==> src/jas_pkg.sv <==
// shared constants, register indexes and controller/datapath interface types
package jas_pkg;

	// default widths of the voltage and button fields
	localparam int MV_BITS_DEF      = 12;
	localparam int BUTTON_COUNT_DEF = 6;

	// axes handled per poll
	localparam int AXES   = 4;
	localparam int AXIS_W = $clog2(AXES);

	// register and field widths
	localparam int RANGE_W    = 10;
	localparam int THR_W      = 10;
	localparam int GAP_W      = 16;
	localparam int TIME_W     = 32;
	localparam int OUT_W      = 12;
	localparam int CFG_IDX_W  = 3;
	localparam int CFG_DATA_W = 16;

	// quotient magnitude stays at most twice the full scale
	localparam int QUOT_W = RANGE_W + 1;
	localparam int ITER_W = $clog2(QUOT_W);

	// register indexes
	localparam logic [CFG_IDX_W-1:0] REG_FULL_SCALE  = 3'd0;
	localparam logic [CFG_IDX_W-1:0] REG_MOVE_THR    = 3'd1;
	localparam logic [CFG_IDX_W-1:0] REG_MIN_GAP     = 3'd2;
	localparam logic [CFG_IDX_W-1:0] REG_MAX_GAP     = 3'd3;
	localparam logic [CFG_IDX_W-1:0] REG_ANNOUNCE    = 3'd4;

	// register reset values
	localparam logic [RANGE_W-1:0] FULL_SCALE_RST = 10'd100;
	localparam logic [THR_W-1:0]   MOVE_THR_RST   = 10'd20;
	localparam logic [GAP_W-1:0]   MIN_GAP_RST    = 16'd10;
	localparam logic [GAP_W-1:0]   MAX_GAP_RST    = 16'd200;
	localparam logic [GAP_W-1:0]   ANNOUNCE_RST   = 16'd1000;

	// commands from the controller to the datapath
	typedef struct packed {
		logic              load;
		logic              ann;
		logic              minmax;
		logic              half;
		logic              diff;
		logic              mul;
		logic              divinit;
		logic              divstep;
		logic              fin;
		logic              send;
		logic              out;
		logic [AXIS_W-1:0] axis;
	} jas_cmd_t;

	// status from the datapath to the controller
	typedef struct packed {
		logic half_zero;
		logic out_free;
	} jas_status_t;

endpackage

==> src/jas_ctrl.sv <==
// sequencing state machine: announce, per-axis scale and divide, report, output
module jas_ctrl import jas_pkg::*; (
	input  logic        clk,
	input  logic        arst_n,
	input  logic        in_valid,
	output logic        in_ready,
	input  jas_status_t status,
	output jas_cmd_t    cmd
);

	localparam logic [3:0] S_IDLE    = 4'd0;
	localparam logic [3:0] S_ANN     = 4'd1;
	localparam logic [3:0] S_MINMAX  = 4'd2;
	localparam logic [3:0] S_HALF    = 4'd3;
	localparam logic [3:0] S_DIFF    = 4'd4;
	localparam logic [3:0] S_MUL     = 4'd5;
	localparam logic [3:0] S_DIVINIT = 4'd6;
	localparam logic [3:0] S_DIV     = 4'd7;
	localparam logic [3:0] S_FIN     = 4'd8;
	localparam logic [3:0] S_SEND    = 4'd9;
	localparam logic [3:0] S_OUT     = 4'd10;

	logic [3:0]        state_q, state_nxt;
	logic [AXIS_W-1:0] axis_q, axis_nxt;
	logic [ITER_W-1:0] iter_q, iter_nxt;

	assign in_ready = (state_q == S_IDLE);

	// next state and command decode
	always_comb begin
		state_nxt   = state_q;
		axis_nxt    = axis_q;
		iter_nxt    = iter_q;
		cmd         = '0;
		cmd.axis    = axis_q;
		case (state_q)
			S_IDLE: begin
				if (in_valid) begin
					cmd.load  = 1'b1;
					state_nxt = S_ANN;
				end
			end
			S_ANN: begin
				cmd.ann   = 1'b1;
				axis_nxt  = '0;
				state_nxt = S_MINMAX;
			end
			S_MINMAX: begin
				cmd.minmax = 1'b1;
				state_nxt  = S_HALF;
			end
			S_HALF: begin
				cmd.half  = 1'b1;
				state_nxt = S_DIFF;
			end
			S_DIFF: begin
				cmd.diff  = 1'b1;
				state_nxt = S_MUL;
			end
			S_MUL: begin
				cmd.mul   = 1'b1;
				state_nxt = S_DIVINIT;
			end
			S_DIVINIT: begin
				cmd.divinit = 1'b1;
				iter_nxt    = '0;
				state_nxt   = status.half_zero ? S_FIN : S_DIV;
			end
			S_DIV: begin
				cmd.divstep = 1'b1;
				iter_nxt    = iter_q + 1'b1;
				if (iter_q == ITER_W'(QUOT_W - 1)) begin
					state_nxt = S_FIN;
				end
			end
			S_FIN: begin
				cmd.fin = 1'b1;
				if (axis_q == AXIS_W'(AXES - 1)) begin
					state_nxt = S_SEND;
				end else begin
					axis_nxt  = axis_q + 1'b1;
					state_nxt = S_MINMAX;
				end
			end
			S_SEND: begin
				cmd.send  = 1'b1;
				state_nxt = S_OUT;
			end
			S_OUT: begin
				if (status.out_free) begin
					cmd.out   = 1'b1;
					state_nxt = S_IDLE;
				end
			end
			default: begin
				state_nxt = S_IDLE;
			end
		endcase
	end

	// state registers
	always_ff @(posedge clk or negedge arst_n) begin
		if (!arst_n) begin
			state_q <= S_IDLE;
			axis_q  <= '0;
			iter_q  <= '0;
		end else begin
			state_q <= state_nxt;
			axis_q  <= axis_nxt;
			iter_q  <= iter_nxt;
		end
	end

endmodule

==> src/jas_datapath.sv <==
// calibration store, scaling multiplier, shared divider, timing compares and output register
module jas_datapath import jas_pkg::*; #(
	parameter int MV_BITS      = MV_BITS_DEF,
	parameter int BUTTON_COUNT = BUTTON_COUNT_DEF
) (
	input  logic                        clk,
	input  logic                        arst_n,
	input  logic                        cfg_we,
	input  logic [CFG_IDX_W-1:0]        cfg_index,
	input  logic [CFG_DATA_W-1:0]       cfg_data,
	input  logic [TIME_W-1:0]           now_ms,
	input  logic [MV_BITS-1:0]          left_x_mv,
	input  logic [MV_BITS-1:0]          left_y_mv,
	input  logic [MV_BITS-1:0]          right_x_mv,
	input  logic [MV_BITS-1:0]          right_y_mv,
	input  logic [BUTTON_COUNT-1:0]     buttons,
	input  jas_cmd_t                    cmd,
	output jas_status_t                 status,
	input  logic                        out_ready,
	output logic                        out_valid,
	output logic signed [OUT_W-1:0]     left_x,
	output logic signed [OUT_W-1:0]     left_y,
	output logic signed [OUT_W-1:0]     right_x,
	output logic signed [OUT_W-1:0]     right_y,
	output logic [BUTTON_COUNT-1:0]     button_bits,
	output logic                        changed,
	output logic                        send_state,
	output logic                        send_announce
);

	localparam int HALF_W = MV_BITS - 1;
	localparam int DIFF_W = MV_BITS + 1;
	localparam int PROD_W = DIFF_W + RANGE_W + 1;
	localparam int MAG_W  = PROD_W - 1;

	// configuration registers
	logic [RANGE_W-1:0] full_scale_q;
	logic [THR_W-1:0]   move_thr_q;
	logic [GAP_W-1:0]   min_gap_q;
	logic [GAP_W-1:0]   max_gap_q;
	logic [GAP_W-1:0]   announce_q;

	// captured item
	logic [TIME_W-1:0]       now_q;
	logic [BUTTON_COUNT-1:0] btn_q;
	logic [MV_BITS-1:0]      mv_q [AXES];

	// calibration and history state
	logic [MV_BITS-1:0]      low_q  [AXES];
	logic [MV_BITS-1:0]      high_q [AXES];
	logic signed [OUT_W-1:0] prev_q [AXES];
	logic [BUTTON_COUNT-1:0] prev_btn_q;
	logic [TIME_W-1:0]       last_send_q;
	logic [TIME_W-1:0]       last_ann_q;

	// working registers
	logic [HALF_W-1:0]        half_q;
	logic signed [DIFF_W-1:0] diff_q;
	logic signed [PROD_W-1:0] prod_q;
	logic                     neg_q;
	logic [HALF_W-1:0]        rem_q;
	logic [QUOT_W-1:0]        dvd_q;
	logic signed [OUT_W-1:0]  scaled_q [AXES];
	logic                     chg_q;
	logic                     ann_q;
	logic                     send_q;

	// output register
	logic                     out_valid_q;
	logic signed [OUT_W-1:0]  left_x_q, left_y_q, right_x_q, right_y_q;
	logic [BUTTON_COUNT-1:0]  button_bits_q;
	logic                     changed_q, send_state_q, send_announce_q;

	// combinational helpers
	logic [MV_BITS-1:0]       mv_sel, low_sel, high_sel, span;
	logic signed [DIFF_W-1:0] diff_nxt;
	logic signed [PROD_W-1:0] prod_nxt;
	logic [PROD_W-1:0]        mag;
	logic [HALF_W:0]          trial, trial_sub;
	logic                     trial_ge;
	logic signed [OUT_W-1:0]  quot_ext, scaled_nxt;
	logic signed [OUT_W:0]    move_d;
	logic [OUT_W:0]           move_abs;
	logic                     moved;
	logic [TIME_W-1:0]        ann_since, send_since;

	assign mv_sel   = mv_q[cmd.axis];
	assign low_sel  = low_q[cmd.axis];
	assign high_sel = high_q[cmd.axis];
	assign span     = high_sel - low_sel;

	// offset from the centre: mv - low - half
	assign diff_nxt = $signed({1'b0, mv_sel}) - $signed({1'b0, low_sel})
	                - $signed({2'b00, half_q});
	assign prod_nxt = diff_q * $signed({1'b0, full_scale_q});
	assign mag      = prod_q[PROD_W-1] ? (-prod_q) : prod_q;

	// restoring divide step
	assign trial     = {rem_q, dvd_q[QUOT_W-1]};
	assign trial_sub = trial - {1'b0, half_q};
	assign trial_ge  = (trial >= {1'b0, half_q});

	// signed quotient and movement against the last value
	assign quot_ext   = OUT_W'(dvd_q);
	assign scaled_nxt = neg_q ? (-quot_ext) : quot_ext;
	assign move_d     = $signed({scaled_nxt[OUT_W-1], scaled_nxt})
	                  - $signed({prev_q[cmd.axis][OUT_W-1], prev_q[cmd.axis]});
	assign move_abs   = move_d[OUT_W] ? (-move_d) : move_d;
	assign moved      = (move_abs > (OUT_W+1)'(move_thr_q));

	// elapsed times, modulo 2^32
	assign ann_since  = now_q - last_ann_q;
	assign send_since = now_q - last_send_q;

	assign status.half_zero = (half_q == '0);
	assign status.out_free  = !out_valid_q || out_ready;

	// configuration writes
	always_ff @(posedge clk or negedge arst_n) begin
		if (!arst_n) begin
			full_scale_q <= FULL_SCALE_RST;
			move_thr_q   <= MOVE_THR_RST;
			min_gap_q    <= MIN_GAP_RST;
			max_gap_q    <= MAX_GAP_RST;
			announce_q   <= ANNOUNCE_RST;
		end else if (cfg_we) begin
			case (cfg_index)
				REG_FULL_SCALE: full_scale_q <= cfg_data[RANGE_W-1:0];
				REG_MOVE_THR:   move_thr_q   <= cfg_data[THR_W-1:0];
				REG_MIN_GAP:    min_gap_q    <= cfg_data[GAP_W-1:0];
				REG_MAX_GAP:    max_gap_q    <= cfg_data[GAP_W-1:0];
				REG_ANNOUNCE:   announce_q   <= cfg_data[GAP_W-1:0];
				default: ;
			endcase
		end
	end

	// item capture and working registers
	always_ff @(posedge clk) begin
		if (cmd.load) begin
			now_q   <= now_ms;
			btn_q   <= buttons;
			mv_q[0] <= left_x_mv;
			mv_q[1] <= left_y_mv;
			mv_q[2] <= right_x_mv;
			mv_q[3] <= right_y_mv;
		end
		if (cmd.half) begin
			half_q <= span[MV_BITS-1:1];
		end
		if (cmd.diff) begin
			diff_q <= diff_nxt;
		end
		if (cmd.mul) begin
			prod_q <= prod_nxt;
		end
		if (cmd.divinit) begin
			neg_q <= prod_q[PROD_W-1];
			if (status.half_zero) begin
				rem_q <= '0;
				dvd_q <= '0;
			end else begin
				rem_q <= HALF_W'(mag[MAG_W-1:QUOT_W]);
				dvd_q <= mag[QUOT_W-1:0];
			end
		end
		if (cmd.divstep) begin
			rem_q <= trial_ge ? trial_sub[HALF_W-1:0] : trial[HALF_W-1:0];
			dvd_q <= {dvd_q[QUOT_W-2:0], trial_ge};
		end
		if (cmd.fin) begin
			scaled_q[cmd.axis] <= scaled_nxt;
		end
	end

	// calibration range, history and report timing
	always_ff @(posedge clk or negedge arst_n) begin
		if (!arst_n) begin
			for (int i = 0; i < AXES; i++) begin
				low_q[i]  <= '0;
				high_q[i] <= '0;
				prev_q[i] <= '0;
			end
			prev_btn_q  <= '0;
			last_send_q <= '0;
			last_ann_q  <= '0;
			chg_q       <= 1'b0;
			ann_q       <= 1'b0;
			send_q      <= 1'b0;
		end else begin
			if (cmd.ann) begin
				ann_q      <= (ann_since > TIME_W'(announce_q));
				if (ann_since > TIME_W'(announce_q)) begin
					last_ann_q <= now_q;
				end
				chg_q      <= (btn_q != prev_btn_q);
				prev_btn_q <= btn_q;
			end
			if (cmd.minmax) begin
				if (mv_sel < low_sel) begin
					low_q[cmd.axis] <= mv_sel;
				end
				if (mv_sel > high_sel) begin
					high_q[cmd.axis] <= mv_sel;
				end
			end
			if (cmd.fin) begin
				prev_q[cmd.axis] <= scaled_nxt;
				if (moved) begin
					chg_q <= 1'b1;
				end
			end
			if (cmd.send) begin
				send_q <= (chg_q && (send_since > TIME_W'(min_gap_q)))
				       || (send_since > TIME_W'(max_gap_q));
				if ((chg_q && (send_since > TIME_W'(min_gap_q)))
				    || (send_since > TIME_W'(max_gap_q))) begin
					last_send_q <= now_q;
				end
			end
		end
	end

	// output valid flag
	always_ff @(posedge clk or negedge arst_n) begin
		if (!arst_n) begin
			out_valid_q <= 1'b0;
		end else if (cmd.out) begin
			out_valid_q <= 1'b1;
		end else if (out_ready) begin
			out_valid_q <= 1'b0;
		end
	end

	// output payload
	always_ff @(posedge clk) begin
		if (cmd.out) begin
			left_x_q        <= scaled_q[0];
			left_y_q        <= scaled_q[1];
			right_x_q       <= scaled_q[2];
			right_y_q       <= scaled_q[3];
			button_bits_q   <= btn_q;
			changed_q       <= chg_q;
			send_state_q    <= send_q;
			send_announce_q <= ann_q;
		end
	end

	assign out_valid     = out_valid_q;
	assign left_x        = left_x_q;
	assign left_y        = left_y_q;
	assign right_x       = right_x_q;
	assign right_y       = right_y_q;
	assign button_bits   = button_bits_q;
	assign changed       = changed_q;
	assign send_state    = send_state_q;
	assign send_announce = send_announce_q;

endmodule

==> src/joystick_autocal_sampler_top.sv <==
// top level of the auto-calibrating joystick sampler
//
// One input item per poll: time in ms, four stick voltages in mV and a
// button mask, on a valid/ready channel. One result item per poll: the four
// scaled axes, the buttons, and the changed, send_state and send_announce
// flags, on a valid/ready channel held in an output register.
// Each axis widens its stored min/max range, is centred and multiplied by
// the full-scale register, then divided by the half span in a shared
// restoring divider that produces one quotient bit per cycle.
// An axis with a zero half span skips its divide. The block works on one item
// at a time and takes the next item only once the previous result has moved
// into the output register.
// A finished result waits in the output register while the receiver stalls;
// the next item is accepted and processed meanwhile, holding only at the
// final output step until the register is free.
// Configuration is a write-only port (enable, index, data), taken at once.
// Reset restores the register defaults and clears the calibration ranges,
// the last axis values, the last buttons and both time stamps.
module joystick_autocal_sampler_top import jas_pkg::*; #(
	parameter int MV_BITS      = MV_BITS_DEF,
	parameter int BUTTON_COUNT = BUTTON_COUNT_DEF
) (
	input  logic                    clk,
	input  logic                    arst_n,
	input  logic                    cfg_we,
	input  logic [CFG_IDX_W-1:0]    cfg_index,
	input  logic [CFG_DATA_W-1:0]   cfg_data,
	input  logic                    in_valid,
	output logic                    in_ready,
	input  logic [TIME_W-1:0]       now_ms,
	input  logic [MV_BITS-1:0]      left_x_mv,
	input  logic [MV_BITS-1:0]      left_y_mv,
	input  logic [MV_BITS-1:0]      right_x_mv,
	input  logic [MV_BITS-1:0]      right_y_mv,
	input  logic [BUTTON_COUNT-1:0] buttons,
	output logic                    out_valid,
	input  logic                    out_ready,
	output logic signed [OUT_W-1:0] left_x,
	output logic signed [OUT_W-1:0] left_y,
	output logic signed [OUT_W-1:0] right_x,
	output logic signed [OUT_W-1:0] right_y,
	output logic [BUTTON_COUNT-1:0] button_bits,
	output logic                    changed,
	output logic                    send_state,
	output logic                    send_announce
);

	jas_cmd_t    cmd;
	jas_status_t status;

	// sequencer
	jas_ctrl u_ctrl (
		.clk      (clk),
		.arst_n   (arst_n),
		.in_valid (in_valid),
		.in_ready (in_ready),
		.status   (status),
		.cmd      (cmd)
	);

	// datapath
	jas_datapath #(
		.MV_BITS      (MV_BITS),
		.BUTTON_COUNT (BUTTON_COUNT)
	) u_dp (
		.clk           (clk),
		.arst_n        (arst_n),
		.cfg_we        (cfg_we),
		.cfg_index     (cfg_index),
		.cfg_data      (cfg_data),
		.now_ms        (now_ms),
		.left_x_mv     (left_x_mv),
		.left_y_mv     (left_y_mv),
		.right_x_mv    (right_x_mv),
		.right_y_mv    (right_y_mv),
		.buttons       (buttons),
		.cmd           (cmd),
		.status        (status),
		.out_ready     (out_ready),
		.out_valid     (out_valid),
		.left_x        (left_x),
		.left_y        (left_y),
		.right_x       (right_x),
		.right_y       (right_y),
		.button_bits   (button_bits),
		.changed       (changed),
		.send_state    (send_state),
		.send_announce (send_announce)
	);

endmodule

==> config.mk <==
export PLATFORM = sky130hd
export DESIGN_NAME = joystick_autocal_sampler_top
export DESIGN_NICKNAME = d
export VERILOG_FILES = /design/src/jas_pkg.sv /design/src/jas_ctrl.sv /design/src/jas_datapath.sv /design/src/joystick_autocal_sampler_top.sv
export SDC_FILE = /design/constraint.sdc
export NUM_CORES = 1
export LEC_CHECK = 0
export ABC_CLOCK_PERIOD_IN_PS = 8000
export BUFFER_PORTS_ARGS = -buffer_cell sky130_fd_sc_hd__buf_4
export CORE_ASPECT_RATIO = 1.4
export CORE_MARGIN = 8
export CORE_UTILIZATION = 37
export DETAILED_ROUTE_END_ITERATION = 16
export PLACE_DENSITY = 0.64
export REMOVE_ABC_BUFFERS = 1
export SLEW_MARGIN = 20
export SYNTH_ARGS = -nofsm -noshare
export SYNTH_HDL_FRONTEND = slang
export SYNTH_SLANG_ARGS = --single-unit
==> constraint.sdc <==
create_clock -name clk -period 8 [get_ports clk]
set_clock_uncertainty 0.2 [all_clocks]
set_input_delay 0.8 -clock clk [delete_from_list [all_inputs] [get_ports clk]]
set_output_delay 0.8 -clock clk [all_outputs]
set_load 0.01 [all_outputs]
# Word level (Yosys, flattened, before mapping)
# Memory sizes are Yosys's and may differ from the RTL's. A register that Yosys moved wholly into a read port is not among the register bits.
# Cells that the tools add are included.
[totals]
ff_bits = 414
ram_bits = 96
inputBits = 110
output_inout_bits = 59
elab_cells = 163
n_memories = 2
[classes]
add_sub_neg = 12
multipliers = 1
order_cmp = 9
n_eq_ne = 21
muxes = 55
n_bitwise = 1
reduce_logical = 23
[memory_table]
columns = ["name", "depth", "word_bits", "rd", "rd_ports_with_merged_regs", "write_ports", "line_no", "rtl"]
rows = [
  ["u_dp.mv_q", 4, 12, 1, 0, 4, "jas_datapath.sv:46", "logic [MV_BITS-1:0] mv_q [AXES];"],
  ["u_dp.scaled_q", 4, 12, 4, 4, 1, "jas_datapath.sv:63", "logic signed [OUT_W-1:0] scaled_q [AXES];"],
]
[op_table]
columns = ["op", "n"]
rows = [
  ["48-bit bitwise mux", 3],
  ["32-bit by 16-bit > comparator with 1-bit output", 3],
  ["12-bit 2-to-1 mux", 8],
  ["11-bit 2-to-1 mux", 7],
  ["12-bit binary-select mux with 2-bit select", 3],
  ["32-bit subtractor", 2],
  ["4-bit case mux with 11 select lines", 1],
  ["12-bit by 12-bit subtractor with 13-bit output", 2],
  ["12-bit demux with 2-bit select", 1],
  ["13-bit by 11-bit multiplier with 24-bit output", 1],
  ["1-bit 2-to-1 mux", 22],
  ["22-bit 2-to-1 mux", 1],
  ["22-bit negator", 1],
  ["4-bit 2-to-1 mux", 5],
  ["2-bit AND reduction", 10],
  ["4-bit by 3-bit equality test with 1-bit output, second input constant", 4],
  ["4-bit equality test, second input constant", 4],
  ["13-bit by 10-bit > comparator with 1-bit output", 1],
  ["13-bit 2-to-1 mux", 1],
  ["13-bit negator", 1],
  ["13-bit by 12-bit subtractor with 13-bit output", 1],
  ["12-bit by 11-bit >= comparator with 1-bit output", 1],
  ["12-bit > comparator", 1],
  ["12-bit less-than comparator", 1],
  ["other kinds (28)", 37],
]

# Depth between registers and ports, before layout
# Gate-level depths: netlist (run 1).
[logic_depth]
depth_word = 10
ltp_mapped = 30
depth_no_buf = 29

# Modules after synthesis
# A second synthesis (run 1) with hierarchy kept.
[hier_totals]
hier_cells = 3252
hier_area_um2 = 35400.2
[by_module_without_submodules]
columns = ["module", "n_inst", "cells_each", "area_each_um2", "seq_area_each_um2"]
rows = [
  ["jas_datapath", 1, 3167, 34694.5, 15014.4],
  ["jas_ctrl", 1, 85, 705.7, 250.2],
]

# Worst setup path before layout (run 1)
# Ideal clock, no wire load.
[synth_path]
kind = "register -> register"
startpoint = "reg u_ctrl.axis_q[0]"
endpoint = "reg u_dp.chg_q"
setup_ps = 140
arrival_time_ps = 5772
t_required_ps = 7660
path_slack_ps = 1888
path_stages_with_launch = 30
n_path_buf = 3
period_less_slack_ps = 6112
cell_sequence = "dfrtp_1 > buf_2 > buf_1 > buf_1 > mux4_2 > inv_1 > ha_1 > a21o_1 > a21oi_1 > o21bai_1 > a21oi_1 > o21bai_1 > a21oi_1 > o211ai_1 > a21oi_1 > a31o_2 > nand2_1 > o21ai_0 > ha_1 > nor2b_1 > o21a_1 > o21a_1 > o21ai_0 > nand2b_1 > a21oi_1 > o21ai_0 > a21oi_1 > o22ai_1 > o41ai_1 > a41oi_1"
[synth_between]
elab_chain_cells = 10
[synth_lines]
columns = ["element", "line_no", "rtl"]
rows = [
  ["start, declared", "jas_ctrl.sv:24", "logic [AXIS_W-1:0] axis_q, axis_nxt;"],
  ["start signal, assigned", "jas_ctrl.sv:109", "axis_q <= axis_nxt;"],
  ["2-bit inverter with 3-bit output (not written as such) (*)", "jas_datapath.sv:107", "- $signed({prev_q[cmd.axis][OUT_W-1], prev_q[cmd.axis]});"],
  ["12-bit binary-select mux with 2-bit select (*)", "jas_datapath.sv:107", ""],
  ["12-bit 2-to-1 mux (not written as such) (*) (2 in series)", "jas_datapath.sv:107", ""],
  ["12-bit by 12-bit subtractor with 13-bit output (*)", "jas_datapath.sv:107", ""],
  ["13-bit negator", "jas_datapath.sv:108", "assign move_abs = move_d[OUT_W] ? (-move_d) : move_d;"],
  ["13-bit 2-to-1 mux (*)", "jas_datapath.sv:108", ""],
  ["13-bit by 10-bit > comparator with 1-bit output (*)", "jas_datapath.sv:109", "assign moved = (move_abs > (OUT_W+1)'(move_thr_q));"],
  ["1-bit 2-to-1 mux (*)", "jas_datapath.sv:209", "if (moved) begin"],
  ["1-bit 2-to-1 mux (*)", "jas_datapath.sv:207", "if (cmd.fin) begin"],
  ["end signal, assigned", "jas_datapath.sv:196", "chg_q <= (btn_q != prev_btn_q);"],
  ["end, declared", "jas_datapath.sv:64", "logic chg_q;"],
]
# Every way passes the cells marked *; elsewhere a longest branch is shown, timed or not. The select of a mux whose other input is x is not followed.
# A chain may end at the register's enable or synchronous reset.

# Worst setup path in the final report (run 1)
[layout_path]
startpoint = "reg u_dp.now_q[0]"
endpoint = "reg u_dp.last_ann_q[0]"
[layout_between]
elab_chain_cells = 3
[layout_lines]
columns = ["element", "line_no", "rtl"]
rows = [
  ["start, declared", "jas_datapath.sv:44", "logic [TIME_W-1:0] now_q;"],
  ["start signal, assigned", "jas_datapath.sv:141", "now_q <= now_ms;"],
  ["32-bit subtractor", "jas_datapath.sv:112", "assign ann_since = now_q - last_ann_q;"],
  ["32-bit by 16-bit > comparator with 1-bit output", "jas_datapath.sv:193", "if (ann_since > TIME_W'(announce_q)) begin"],
  ["2-bit AND reduction (no line)", "-", ""],
  ["end signal, assigned", "jas_datapath.sv:194", "last_ann_q <= now_q;"],
  ["end, declared", "jas_datapath.sv:54", "logic [TIME_W-1:0] last_ann_q;"],
]
# Several ways; a longest one is shown, not always the timed one.

==> results of run 1 <==
==> worst max-delay path by stage <==
stage / start / end / slack, ns / depth (start not counted)
2_1_floorplan: u_ctrl.axis_q[0]$_DFFE_PN0P_ / u_dp.chg_q$_DFF_PN0_ / 1.24 / 27
3_3_place_gp: u_dp.dvd_q[0]$_DFFE_PP_ / u_dp.chg_q$_DFF_PN0_ / 2.02 / 28
3_5_place_dp: u_dp.dvd_q[0]$_DFFE_PP_ / u_dp.chg_q$_DFF_PN0_ / 1.90 / 28
4_1_cts: u_dp.now_q[0]$_DFFE_PP_ / u_dp.last_ann_q[0]$_DFFE_PN0P_ / 1.91 / 19
5_1_grt: u_dp.now_q[0]$_DFFE_PP_ / u_dp.last_send_q[1]$_DFFE_PN0P_ / 1.17 / 24
6_report: u_dp.now_q[0]$_DFFE_PP_ / u_dp.last_ann_q[0]$_DFFE_PN0P_ / 1.92 / 19
==> state kept, by name, indices dropped and copies added, names as in the netlist, 10 cells and up <==
name and count:
u_dp.move_thr_q 10, u_dp.prod_q 23, right_x 12, u_dp.mv_q 48
u_dp.rem_q 11, u_dp.dvd_q 11, u_dp.last_ann_q 32, u_dp.scaled_q 48
u_dp.high_q 48, u_dp.diff_q 13, u_dp.last_send_q 32, u_dp.low_q 48
u_dp.announce_q 16, u_dp.min_gap_q 16, u_dp.now_q 32, u_dp.max_gap_q 16
u_dp.prev_q 48, u_dp.full_scale_q 10, u_dp.half_q 11, right_y 12
left_x 12, left_y 12
==> critical path, cell delays in order (launching register included) <==
cell and delay [ns]:
edfxtp_1 0.41, inv_1 0.10, ha_1 0.15, inv_1 0.05
fa_1 0.41, a211oi_1 0.36, o211ai_2 0.16, a22oi_2 0.23
o21ai_0 0.21, xor2_1 0.19, ha_1 0.31, nand4_1 0.10
or4_1 0.55, or3_1 0.40, a211oi_1 0.28, nand4_1 0.12
nor4b_1 0.29, and4_1 0.23, a31o_2 0.75, mux2_2 0.42
==> logic make-up (layout without fill, tap and decap cells) <==
kind of cell | count (synthesis) | in the layout
adders and majority gates | 390 | 390
DFF | 557 | 557
muxes | 256 | 256
buffers and inverters | 492 | 697
xor gates and xnor gates | 138 | 138
and+or+nand+nor | 652 | 652
AOI/OAI and AO/OA | 538 | 538
==> layout by cell type (no fill, tap or decap), drive strengths merged, types with 18 or more instances in the layout <==
cell and count:
a211oi 18, nor2 141, and2 70, o21ai 135, mux2 189, mux2i 19
nand3 26, a21oi 167, nor2b 26, nor3 29, o21a 29, a21o 54
ha 253, mux4 48, nand4 29, fa 137, clkinv 20, edfxtp 261
inv 406, buf 191, xor2 58, nand2b 31, clkbuf 70, dfrtp 280
o22ai 19, nand2 237, xnor2 80
==> routing by layer <==
metal | vias to the layer above | wire, um
li1 | 10800 | -
met1 | 11100 | 31600
met2 | 400 | 38900
met3 | 119 | 2900
met4 | 0 | 2590
met5 | - | 0
==> layout make-up <==
cell class | instances | area [um2]
Timing Repair Buffer | 192 | 1470
Inverter | 400 | 1500
Clock buffer | 70 | 1530
Fill cell | 8703 | 53300
Tap cell | 1206 | 1510
Clock inverter | 35 | 363
Sequential cell | 557 | 15300
Multi-Input combinational cell | 1974 | 17100
==> stage by stage <==
step / hold slack [ns] / power (mW) / std cells / cell area [um2] / util
after floorplan: 0.200 / 7.20 / 2931 / 33800 / -
after global placement: 0.202 / 8.20 / 4328 / 36800 / 0.400
after detailed placement: 0.205 / 8.26 / 4328 / 36800 / 0.400
after CTS: 0.0860 / 11.0 / 4434 / 38700 / 0.421
after global routing: 0.100 / 11.8 / 4434 / 38700 / 0.421
final: 0.138 / 10.9 / 4434 / 38700 / 0.421
==> power groups by stage <==
stage	Sequential [mW]	Combinational [mW]	Clock (mW)
final	3.58	4.58	2.70
after global routing	3.61	5.30	2.88
after CTS	3.58	4.65	2.79
after detailed placement	3.63	4.63	0
after global placement	3.63	4.57	0
after floorplan	3.58	3.62	0
==> impl_metrics.tcl, run 1 <==
set metrics [dict create \
    fmax_mhz 164 \
    pwr-share-comb 0.422 \
    finalSetupViolCount 0 \
    clk_pin_slew_worst_paths_ns 0.06 \
    synth_top_family_by_area "adder cells" \
    tns_ns 0 \
    row_count 132 \
    startpoint_type "register" \
    synth_largest_area_cell "edfxtp_1" \
    yosys_warnings 0 \
    r2r_end "u_dp.last_ann_q[0]$_DFFE_PN0P_" \
    clockPowerShare 0.248 \
    drv_cap 0 \
    yosys.area_share.adder 0.173 \
    vias 22400 \
    syn_area_per_cell_um2 11.3 \
    grt_usage 0.149 \
    worstSetupPathType "register to register" \
    grt_pass1_wl_um 124000 \
    grtUsageMet2 0.270 \
    viasPerCell 5.06 \
    diodes 0 \
    drc 0 \
    core_area_mm2 0.0920 \
    synth_xor_area_frac 0.0354 \
    io_buffers 168 \
    dp_hpwl_um 57400 \
    dieWidth_um 273 \
    place_ws_ns 1.90 \
    synth_compound_gate_area_share 0.0994 \
    ys_ff_latch 557 \
    cp_data_required_time_ns 8.31 \
    rr_startpoint "u_dp.now_q[0]$_DFFE_PP_" \
    setup_slack_ns 1.92 \
    synthSimpleGateAreaFrac 0.0908 \
    fin_crit_sh 0.760 \
    synthFlopType "dfrtp_1" \
    clockRootBuffer "clkbuf_16" \
    grt_pass1_vias 23500 \
    hold_buffers 1 \
    hp-class "primary input to register" \
    r2r_slack_ns 1.92 \
    min_path_cells 1 \
    crit_fanout 33 \
    met3_usage 0.0199 \
    p_per_area_mw_per_mm2 281 \
    top_usage_layer "met2" \
    hold_viol 0 \
    syn_inst 3023 \
    cts_buffers 56 \
    ys_types 80 \
    netlist_area_mm2 0.0342 \
    switchingPower_mw 3.85 \
    fin_nets 3681 \
    cp-end-kind "register" \
    finalWeightedCongestion 0.863 \
    die_h_um 376 \
    post_drt_wl_per_cell_um 17.1 \
    ant_nets 0 \
    synth_edf_count 261 \
    status "complete, no violations" \
    switching_share 0.354 \
    drt_pass1_iterations 6 \
    synth_async_sr_flop_share 0.531 \
    pwr-share-seq 0.330 \
    cts_resized 0 \
    first_iter_violations 1135 \
    power.internal_mw 7.01 \
    worst_pin_slew_ns 0.983 \
    synthMuxAreaShare 0.0995 \
    ys_seq_area_frac 0.447 \
    gr-usage-met1 0.179 \
    synth_common_cells "inv_1, dfrtp_1, edfxtp_1" \
    drive_gt1_frac 0.156 \
    post-synth-top-count-cell "inv_1" \
    synth_area_leaders "edfxtp_1, dfrtp_1, ha_1" \
    start_util 0.372 \
    antenna_found_initial 1 \
    arrival_ns 6.40 \
    clockBufferDepth 3 \
    clock_latency_ns 0.64 \
    synth_top_area_share 0.229 \
    area_growth_pct 13.3 \
    wl_um 76000 \
    drv_slew 0 \
    io_pins 169 \
    tritoncts "yes" \
    ir_drop_uv 466 \
    cts.htree.levels 2 \
    dieArea_mm2 0.102 \
    relSlewSlack 0.344 \
    cts_setup_buffers 0 \
    gr-total-overflow 0 \
    grt_max_degree 146 \
    rsz0062_at_grt "no" \
    holdPathEnd "u_dp.mv_q[2][11]$_DFFE_PP_" \
    min-delay-start "right_x_mv[11]" \
    post-route-min-period_ns 6.08 \
    ff2ff_path_depth 19 \
    clock_sinks 557 \
    leakage_nw 17.0 \
]
Power figures use the tool's default switching activity.
==> inputs of run 2 (changes only) <==
--- a/config.mk
+++ b/config.mk
@@ -5,13 +5,13 @@
 export SDC_FILE = /design/constraint.sdc
 export NUM_CORES = 1
 export LEC_CHECK = 0
-export ABC_CLOCK_PERIOD_IN_PS = 8000
+export ABC_CLOCK_PERIOD_IN_PS = 5250
 export BUFFER_PORTS_ARGS = -buffer_cell sky130_fd_sc_hd__buf_4
 export CORE_ASPECT_RATIO = 1.4
 export CORE_MARGIN = 8
 export CORE_UTILIZATION = 37
 export DETAILED_ROUTE_END_ITERATION = 16
-export PLACE_DENSITY = 0.64
+export PLACE_DENSITY = 0.66
 export REMOVE_ABC_BUFFERS = 1
 export SLEW_MARGIN = 20
 export SYNTH_ARGS = -nofsm -noshare
==> constraint.sdc (replaced) <==
create_clock -name clk -period 5.25 [get_ports clk]
set_clock_uncertainty 0.2 [all_clocks]
set_input_delay 0.525 -clock clk [delete_from_list [all_inputs] [get_ports clk]]
set_output_delay 0.525 -clock clk [all_outputs]
set_load 0.01 [all_outputs]
==> impl_metrics.tcl, run 2 (synthesis results as in run 1) <==
set metrics [dict create \
    clockRootBuffer "clkbuf_16" \
    final_common_cell "buf_4" \
    ant_nets 0 \
    fin_nets 4054 \
    cts.htree.levels 2 \
    cp-end-kind "register" \
    clock_sinks 557 \
    clk_pin_slew_worst_paths_ns 0.07 \
    post_drt_wl_per_cell_um 17.3 \
    hp-class "primary input to register" \
    drc 0 \
    finish.utilization 0.468 \
    start_util 0.372 \
    grt_pass1_wl_um 133000 \
    io_pins 169 \
    violations "negative setup slack" \
    fillers 8225 \
    viasPerCell 5.00 \
    drive_gt1_frac 0.262 \
    die_h_um 376 \
    status "finished, violations left" \
    clock_latency_ns 0.65 \
    dieWidth_um 273 \
    post-route-min-period_ns 5.57 \
    grt_max_degree 125 \
    finalSetupViolCount 51 \
    vias 24100 \
    hold_viol 0 \
    relSlewSlack 0.331 \
    crit_fanout 5 \
    first_iter_violations 1272 \
    dieArea_mm2 0.102 \
    io_buffers 168 \
    drv_slew 0 \
    drv_cap 0 \
    arrival_ns 5.76 \
    final_cell_mix "buf_4, inv_1, dfrtp_1, edfxtp_1" \
    finalWeightedCongestion 0.885 \
    seq_area_mm2 0.0153 \
    dp_hpwl_um 59800 \
    cts_buffers 57 \
    cp_data_required_time_ns 5.43 \
    antenna_found_initial 2 \
    p_per_area_mw_per_mm2 474 \
    multi_input_area_mm2 0.0180 \
    row_count 132 \
    clockBufferDepth 3 \
    grt_pass1_vias 25400 \
    worst_pin_slew_ns 0.997 \
    leakage_nw 19.1 \
    rsz0062_at_grt "yes" \
    ir_drop_uv 1020 \
    worstSetupPathType "register to register" \
    wl_um 83200 \
    core_area_mm2 0.0920 \
    tritoncts "yes" \
    setup_slack_ns -0.325 \
    fmax_mhz 179 \
    area_growth_pct 26.1 \
    fin_crit_sh 1.06 \
    hold_ws_ns 0.0684 \
    gr-total-overflow 0 \
    startpoint_type "register" \
    drt_pass1_iterations 7 \
    grt_usage 0.160 \
]
[run 2: cell count changes in the layout (fill, tap and decap cells not counted), sizes merged]
cell,delta
clkbuf,+6
inv,+3
clkinv,-7
bufinv,+2
dlygate4sd3,+103
buf,+267
diode,+1
[run 2: power breakdown]
| part | switching [mW] | internal (mW) |
|---|---|---|
| Combinational | 5.17 | 5.46 |
| Clock | 1.84 | 2.55 |
| Sequential | 0.169 | 5.23 |
| Total | 7.18 | 13.2 |
[run 2: critical path, stage by stage, from the launching register on]
cell and delay, ns:
edfxtp_1 0.50, buf_6 0.18, buf_4 0.13, and2_4 0.15
ha_4 0.25, inv_1 0.04, fa_1 0.50, inv_2 0.05
fa_1 0.52, fa_1 0.54, inv_2 0.05, fa_1 0.55
inv_2 0.05, ha_4 0.22, a21o_1 0.19, o2111ai_2 0.20
a31o_2 0.23, o21bai_4 0.07, a41o_1 0.24, o41a_1 0.33
xnor2_1 0.13
[run 2: worst paths after layout]
path	endpoint	slack, ns	cells after the start	startpoint
max	u_dp.prod_q[23]$_DFFE_PP_	-0.32	20	u_dp.diff_q[1]$_DFFE_PP_
min	u_ctrl.state_q[0]$_DFFE_PN0P_	0.07	5	in_valid
max reg2reg	u_dp.prod_q[23]$_DFFE_PP_	-0.32	20	u_dp.diff_q[1]$_DFFE_PP_
min reg2reg	right_y[11]$_DFFE_PP_	0.21	0	u_dp.scaled_q[3][11]$_DFFE_PP_
max in group asynchronous	u_dp.last_ann_q[4]$_DFFE_PN0P_	3.52	3	arst_n
min in group asynchronous	u_dp.prev_q[9]$_DFFE_PN0P_	0.19	2	arst_n
[run 2: area by class of cell]
cell class,count,area share
tap,1206,0.0350
inverter,400,0.0350
clock buffer,74,0.0375
multi-input combinational,1974,0.417
clock inverter,33,0.00999
sequential,557,0.354
timing repair buffer,564,0.111
antenna,1,0.0000581
[run 2: through the flow]
step | setup TNS, ns | cells | cell area (um2) | power, mW | setup WS, ns
after floorplan | -22.24 | 2931 | 33800 | 11.0 | -1.51
after global placement | -26.33 | 4522 | 38300 | 13.8 | -0.572
after detailed placement | -29.09 | 4522 | 38300 | 14.0 | -0.561
after CTS | -4.50 | 4790 | 42400 | 19.3 | -0.250
after global routing | -26.96 | 4808 | 43100 | 21.9 | -0.504
final | -5.10 | 4809 | 43100 | 20.4 | -0.325
[run 2: metal layers]
metal | GRT usage | up-vias | wire, um
li1 | - | 11600 | -
met1 | 0.187 | 11900 | 33900
met2 | 0.293 | 426 | 43100
met3 | 0.0208 | 157 | 2980
met4 | 0.0636 | 2 | 3240
met5 | 0 | - | 13
[run 2: timing repair]
action                                 CTS  global route
setup buffers                           52            22
gates cloned                             5             2
endpoints found under the hold margin  187             0
setup endpoints to repair               75            76
hold buffers                           104             0
resized for setup                      103           133
pin swaps                               81           110
